[src/rtl/buddy_block_allocator_defines.svh]
// ----------------------------------------------------------------------------
// Buddy block allocator assertion macros
// Shared clocking and reset for the concurrent checks of the allocator.
// ----------------------------------------------------------------------------
`ifndef BUDDY_BLOCK_ALLOCATOR_DEFINES_SVH
`define BUDDY_BLOCK_ALLOCATOR_DEFINES_SVH

// Check a property on every rising edge, off while reset is high.
`define BBA_ASSERT(lbl, prop, msg) \
  lbl: assert property (@(posedge clk) disable iff (rst) prop) \
    else $error(msg);

// Check that a condition follows from a trigger in the next cycle.
`define BBA_ASSERT_NEXT(lbl, trig, cons, msg) \
  lbl: assert property (@(posedge clk) disable iff (rst) (trig) |=> (cons)) \
    else $error(msg);

`endif

[src/rtl/bba_pkg.sv]
// ----------------------------------------------------------------------------
// Buddy block allocator package
// Map entry codes, status codes, controller states and the control bundles.
// ----------------------------------------------------------------------------
`default_nettype none

package bba_pkg;

  localparam int unsigned MAX_POOL_ORDER_DEF  = 20;
  localparam int unsigned MIN_BLOCK_ORDER_DEF = 8;
  localparam int unsigned POOL_ORDER_FLOOR    = 15;
  localparam int unsigned POOL_ORDER_RESET    = 20;
  localparam int unsigned LANES               = 16;

  localparam logic CFG_POOL_ORDER = 1'b0;
  localparam logic CFG_POOL_BASE  = 1'b1;

  localparam logic REQ_ALLOC = 1'b0;
  localparam logic REQ_FREE  = 1'b1;

  localparam logic [1:0] STAT_OK        = 2'd0;
  localparam logic [1:0] STAT_NO_SPACE  = 2'd1;
  localparam logic [1:0] STAT_TOO_LARGE = 2'd2;
  localparam logic [1:0] STAT_BAD_FREE  = 2'd3;

  typedef enum logic [1:0] {
    BLK_NONE = 2'd0,
    BLK_FREE = 2'd1,
    BLK_USED = 2'd2,
    BLK_RSVD = 2'd3
  } blk_t;

  typedef enum logic [3:0] {
    S_CLEAR,
    S_IDLE,
    S_DISPATCH,
    S_SCAN,
    S_SPLIT_RDN,
    S_SPLIT_WRN,
    S_SPLIT_RDC,
    S_SPLIT_WRC,
    S_USE_RD,
    S_USE_WR,
    S_FREE_CHK,
    S_MERGE_RD,
    S_MERGE_WR,
    S_DONE
  } state_t;

  typedef enum logic [4:0] {
    OP_NONE,
    OP_CLEAR,
    OP_LOAD,
    OP_SCAN_INIT,
    OP_SCAN_NEXT,
    OP_FOUND,
    OP_RD_NODE,
    OP_RD_CHILD,
    OP_WR_NODE_NONE,
    OP_WR_CHILD_FREE,
    OP_WR_NODE_USED,
    OP_FREE_INIT,
    OP_FREE_NEXT,
    OP_FREE_HIT,
    OP_MERGE_UP,
    OP_WR_NODE_FREE,
    OP_RES_TOOBIG,
    OP_RES_NOSPACE,
    OP_RES_BADFREE,
    OP_PUSH
  } dp_op_t;

  typedef struct packed {
    logic relayout;
    logic clr_last;
    logic req_free;
    logic too_large;
    logic out_of_pool;
    logic hit;
    logic at_target;
    logic next_at_target;
    logic scan_last;
    logic d_is_one;
    logic lane_nz;
    logic free_ok;
    logic at_max_depth;
    logic merge_go;
  } dp_status_t;

endpackage

`default_nettype wire

[src/rtl/bba_ctrl.sv]
// ----------------------------------------------------------------------------
// Buddy block allocator controller
// Sequences map clearing, the allocate search and split, and the free merge.
// ----------------------------------------------------------------------------
`default_nettype none
`include "buddy_block_allocator_defines.svh"

module bba_ctrl (
  input  wire logic                clk,
  input  wire logic                rst,
  input  wire logic                s_tvalid,
  output logic                     s_tready,
  output logic                     m_tvalid,
  input  wire logic                m_tready,
  input  wire bba_pkg::dp_status_t stat,
  output bba_pkg::dp_op_t          op
);
  import bba_pkg::*;

  state_t state, state_next;
  logic   out_valid_next;

  always_ff @(posedge clk) begin
    if (rst) begin
      state    <= S_CLEAR;
      m_tvalid <= 1'b0;
    end else begin
      state    <= state_next;
      m_tvalid <= out_valid_next;
    end
  end

  always_comb begin
    state_next = state;
    op         = OP_NONE;
    s_tready   = 1'b0;
    case (state)
      S_CLEAR: begin
        op = OP_CLEAR;
        if (stat.clr_last) state_next = S_IDLE;
      end
      S_IDLE: begin
        s_tready = 1'b1;
        if (s_tvalid) begin
          op         = OP_LOAD;
          state_next = S_DISPATCH;
        end
      end
      S_DISPATCH: begin
        if (stat.req_free) begin
          if (stat.out_of_pool) begin
            op         = OP_RES_BADFREE;
            state_next = S_DONE;
          end else begin
            op         = OP_FREE_INIT;
            state_next = S_FREE_CHK;
          end
        end else if (stat.too_large) begin
          op         = OP_RES_TOOBIG;
          state_next = S_DONE;
        end else begin
          op         = OP_SCAN_INIT;
          state_next = S_SCAN;
        end
      end
      S_SCAN: begin
        if (stat.hit) begin
          op         = OP_FOUND;
          state_next = stat.at_target ? S_USE_RD : S_SPLIT_RDN;
        end else if (stat.scan_last && stat.d_is_one) begin
          op         = OP_RES_NOSPACE;
          state_next = S_DONE;
        end else begin
          op = OP_SCAN_NEXT;
        end
      end
      S_SPLIT_RDN: begin
        op         = OP_RD_NODE;
        state_next = S_SPLIT_WRN;
      end
      S_SPLIT_WRN: begin
        op         = OP_WR_NODE_NONE;
        state_next = S_SPLIT_RDC;
      end
      S_SPLIT_RDC: begin
        op         = OP_RD_CHILD;
        state_next = S_SPLIT_WRC;
      end
      S_SPLIT_WRC: begin
        op         = OP_WR_CHILD_FREE;
        state_next = stat.next_at_target ? S_USE_RD : S_SPLIT_RDN;
      end
      S_USE_RD: begin
        op         = OP_RD_NODE;
        state_next = S_USE_WR;
      end
      S_USE_WR: begin
        op         = OP_WR_NODE_USED;
        state_next = S_DONE;
      end
      S_FREE_CHK: begin
        if (stat.lane_nz) begin
          if (stat.free_ok) begin
            op         = OP_FREE_HIT;
            state_next = S_MERGE_WR;
          end else begin
            op         = OP_RES_BADFREE;
            state_next = S_DONE;
          end
        end else if (stat.at_max_depth) begin
          op         = OP_RES_BADFREE;
          state_next = S_DONE;
        end else begin
          op = OP_FREE_NEXT;
        end
      end
      S_MERGE_RD: begin
        op         = OP_RD_NODE;
        state_next = S_MERGE_WR;
      end
      S_MERGE_WR: begin
        if (stat.merge_go) begin
          op         = OP_MERGE_UP;
          state_next = S_MERGE_RD;
        end else begin
          op         = OP_WR_NODE_FREE;
          state_next = S_DONE;
        end
      end
      S_DONE: begin
        if (!m_tvalid || m_tready) begin
          op         = OP_PUSH;
          state_next = S_IDLE;
        end
      end
      default: begin
        state_next = S_IDLE;
      end
    endcase
    // a pool order write restarts the layout pass
    if (stat.relayout) state_next = S_CLEAR;
  end

  always_comb begin
    out_valid_next = m_tvalid && !m_tready;
    if (op == OP_PUSH) out_valid_next = 1'b1;
  end

  `BBA_ASSERT_NEXT(a_busy_after_accept, s_tvalid && s_tready, !s_tready,
                   "input accepted while a request is still in progress")
  `BBA_ASSERT(a_push_slot_free, (op == OP_PUSH) |-> (!m_tvalid || m_tready),
              "result pushed over an untaken result")
  `BBA_ASSERT_NEXT(a_relayout_clears, stat.relayout, state == S_CLEAR,
                   "pool order write did not start the layout pass")

endmodule

`default_nettype wire

[config.mk]
export PLATFORM = sky130hd
export DESIGN_NAME = bba_ctrl
export DESIGN_NICKNAME = d
export VERILOG_FILES = /design/src/rtl/bba_pkg.sv /design/src/rtl/bba_ctrl.sv
export VERILOG_INCLUDE_DIRS = /design/src /design/src/rtl
export SDC_FILE = /design/constraint.sdc
export NUM_CORES = 1
export LEC_CHECK = 0
export ABC_AREA = 1
export BUFFER_PORTS_ARGS = -buffer_cell sky130_fd_sc_hd__buf_4
export CAP_MARGIN = 20
export CORE_MARGIN = 4
export CORE_UTILIZATION = 30
export DETAILED_ROUTE_END_ITERATION = 16
export PLACE_DENSITY = 0.52
export SETUP_SLACK_MARGIN = 0.2
export SYNTH_ARGS = -nofsm -noshare
export SYNTH_HDL_FRONTEND = slang
export SYNTH_SLANG_ARGS = --single-unit
export TNS_END_PERCENT = 100
[constraint.sdc]
create_clock -name clk -period 2.2 [get_ports clk]
set_input_delay 0.11 -clock clk [delete_from_list [all_inputs] [get_ports clk]]
set_output_delay 0.11 -clock clk [all_outputs]
set_load 0.01 [all_outputs]
==> metrics.yaml <==
cells_and_area:
  finalNetCount: 179
  syn_to_final_growth_pct: 34.5
  multiInputGateArea_sq_um: 522
  regArea_sq_um: 100
  drive_gt1_frac: 0.288
  num-fill-cells: 276
  fin_area_sq_um: 942
  diodes: 0
worst_hold_path:
  hp-class: "in -> reg"
route:
  drt-initial-drc-count: 33
  firstDrtPassIters: 4
  drc: 0
  wl_per_cell_um: 11.5
  wirelength_mm: 2.17
  viasPerCell: 4.94
  ant_nets: 0
  num_vias: 929
sta:
  setup-tns-final_ps: 0
  layout_worst_path_cycle_share: 0.805
  hold_viol: 0
  clock_skew_ps: 0.413
  slew_violations: 0
  relSlewSlack: 0.717
  tightest_slew_ps: 421
  period_needed_ps: 1770
  max_freq_ghz: 0.565
  rsz0062_at_grt: "false"
  final-setup-viol-count: 0
yosys:
  netlist-cell-type-count: 22
  synth_top_family_by_area: "simple AND/OR/NAND/NOR gates"
  ys_ff_latch: 5
  yosysSeqAreaShare: 0.143
  synth_edf_count: 0
  yosysMostFrequentCell: "nand2_1"
  synth_common_cells: "35 x nand2_1, 17 x nor2_1, 16 x inv_1"
  synth_xor_area_frac: 0
  syn_area_per_cell_sq_um: 5.31
  muxShareOfSynthArea: 0
  synth-compound-area-share: 0.155
  synthAdderAreaFrac: 0
  synthCells: 132
  synthArstFlopShare: 0
  syn-num-nets: 150
  synth.cell_area_sq_um: 701
  synth_flop_cell: "dfxtp_1"
  synth_top_cell_area_share: 0.188
  yosys_warnings: 0
  yosys.area_share.simple: 0.589
  yosys-top-cells-area: "nand2_1 19%, dfxtp_1 14%, nand3_1 9.3%, nor2_1 9.1%, inv_1 8.6%"
  yosys.area.top_type: "nand2_1"
global_routing:
  grt_use_met2: 0.239
  grt_overflow: 0
  grt_busiest_layer: "met2"
  grt_antenna_before_repair: 0
  grt_use_met3: 0.0437
  grt_max_degree: 8
  grt_pass1_wl_mm: 3.68
  grt_use_total: 0.142
  grt_pass1_vias: 884
  grt_util_met1: 0.174
clock_network:
  cts_tree: "done"
  clock_latency_ps: 240
  clk_pin_slew_ps: 40
  cts_buffer_depth: 2
  htreeDepth: 1
  cts_resized: 0
  clock-sinks: 5
  cts_setup_buffers: 0
  cts_root_buffer: "clkbuf_4"
  cts_buffers: 3
  hold_buffers: 0
floorplan:
  start_util: 0.317
  dieArea_sq_mm: 0.00317
  core-area_sq_mm: 0.00221
  pin_count: 25
  die_h_um: 56.3
  die_w_um: 56.3
  rows: 17
power_and_ir_drop:
  power.leakage_nw: 0.468
  finalPower_mw: 0.291
  peakVddDrop_mv: 0.250
  powerDensity_mw_per_mm2: 309
worst_setup_path:
  worst-path-max-fanout: 7
  crit_path_end_kind: "output port"
  cp.arrival_ps: 1660
  crit_type: "reg -> out"
  startpoint_type: "register"
  critPathRequiredTime_ps: 2090
place:
  hpwl_mm: 1.89
  port_buffers: 24
  gp_congestion: 0.955
  place_area_sq_um: 916
outcome:
  status: "finished, final reports clean"
job:
  max_cap_viol_count: 0
## per-stage QoR
stage	hold WS (ps)	cells	utilization	setup slack, ps
final	32.3	188	0.426	430
after floorplan	182	132	-	1010
after global routing	21.0	188	0.426	309
after CTS	26.2	188	0.426	447
after global placement	278	184	0.414	676
after detailed placement	282	184	0.414	723
## registers in the layout, indices dropped and copies added (netlist names)
| name | cells |
|---|---|
| m_tvalid | 1 |
| state | 4 |
## kinds of logic (layout without fill, tap and decap cells)
logic type / after synthesis / after routing
compound gates: 19 / 19
buf+inv: 21 / 49
flops: 5 / 5
simple gates: 87 / 87
## critical path, stage by stage, from the launching register on
cell,delay (ps)
dfxtp_1,450
nand2_1,160
nor3_1,410
nor2_1,130
o211ai_1,120
buf_4,160
## placed cells by master, fill, tap and decap left out, types with 2 or more instances in the layout
master,synthesis,layout
a21oi_1,5,5
inv_2,5,5
nand3b_1,2,2
dfxtp_1,5,5
nand2_1,35,35
nand2_2,5,5
nor2_1,17,17
nor2_2,4,4
nand3_2,2,2
nand4_1,3,3
buf_4,0,24
nor3_1,4,4
nand3_1,13,13
o21ai_0,8,8
inv_1,16,16
clkbuf_4,0,3
## path summary, 6_finish.rpt
kind              endpoint  cells after the start  slack, ps      from
setup / recovery     op[4]                      5        430  state[3]
hold / removal    m_tvalid                      2         30       rst
hold reg to reg   state[3]                      2        570  state[3]
setup reg to reg  state[0]                      7        830  state[3]
## where the power goes
part	total, mW	switching (mW)	internal (mW)	leakage (nW)
Combinational	0.0903	0.0485	0.0417	0.413
Clock	0.105	0.0365	0.0685	0.0150
Sequential	0.0956	0.00288	0.0927	0.0405
## per-layer routing
layer	share of wire	vias to the layer above	wire, um
met2	0.46	50	989
li1	-	488	-
met5	0	-	0
met1	0.44	387	946
met3	0.090	4	196
met4	0.016	0	35
## final cells by class
type                       instances  area share
inverter                          21      0.0837
tap                               28      0.0372
multi-input combinational        106       0.554
sequential                         5       0.106
clock buffer                       4      0.0279
timing repair buffer              24       0.191
Power figures use the tool's default switching activity.
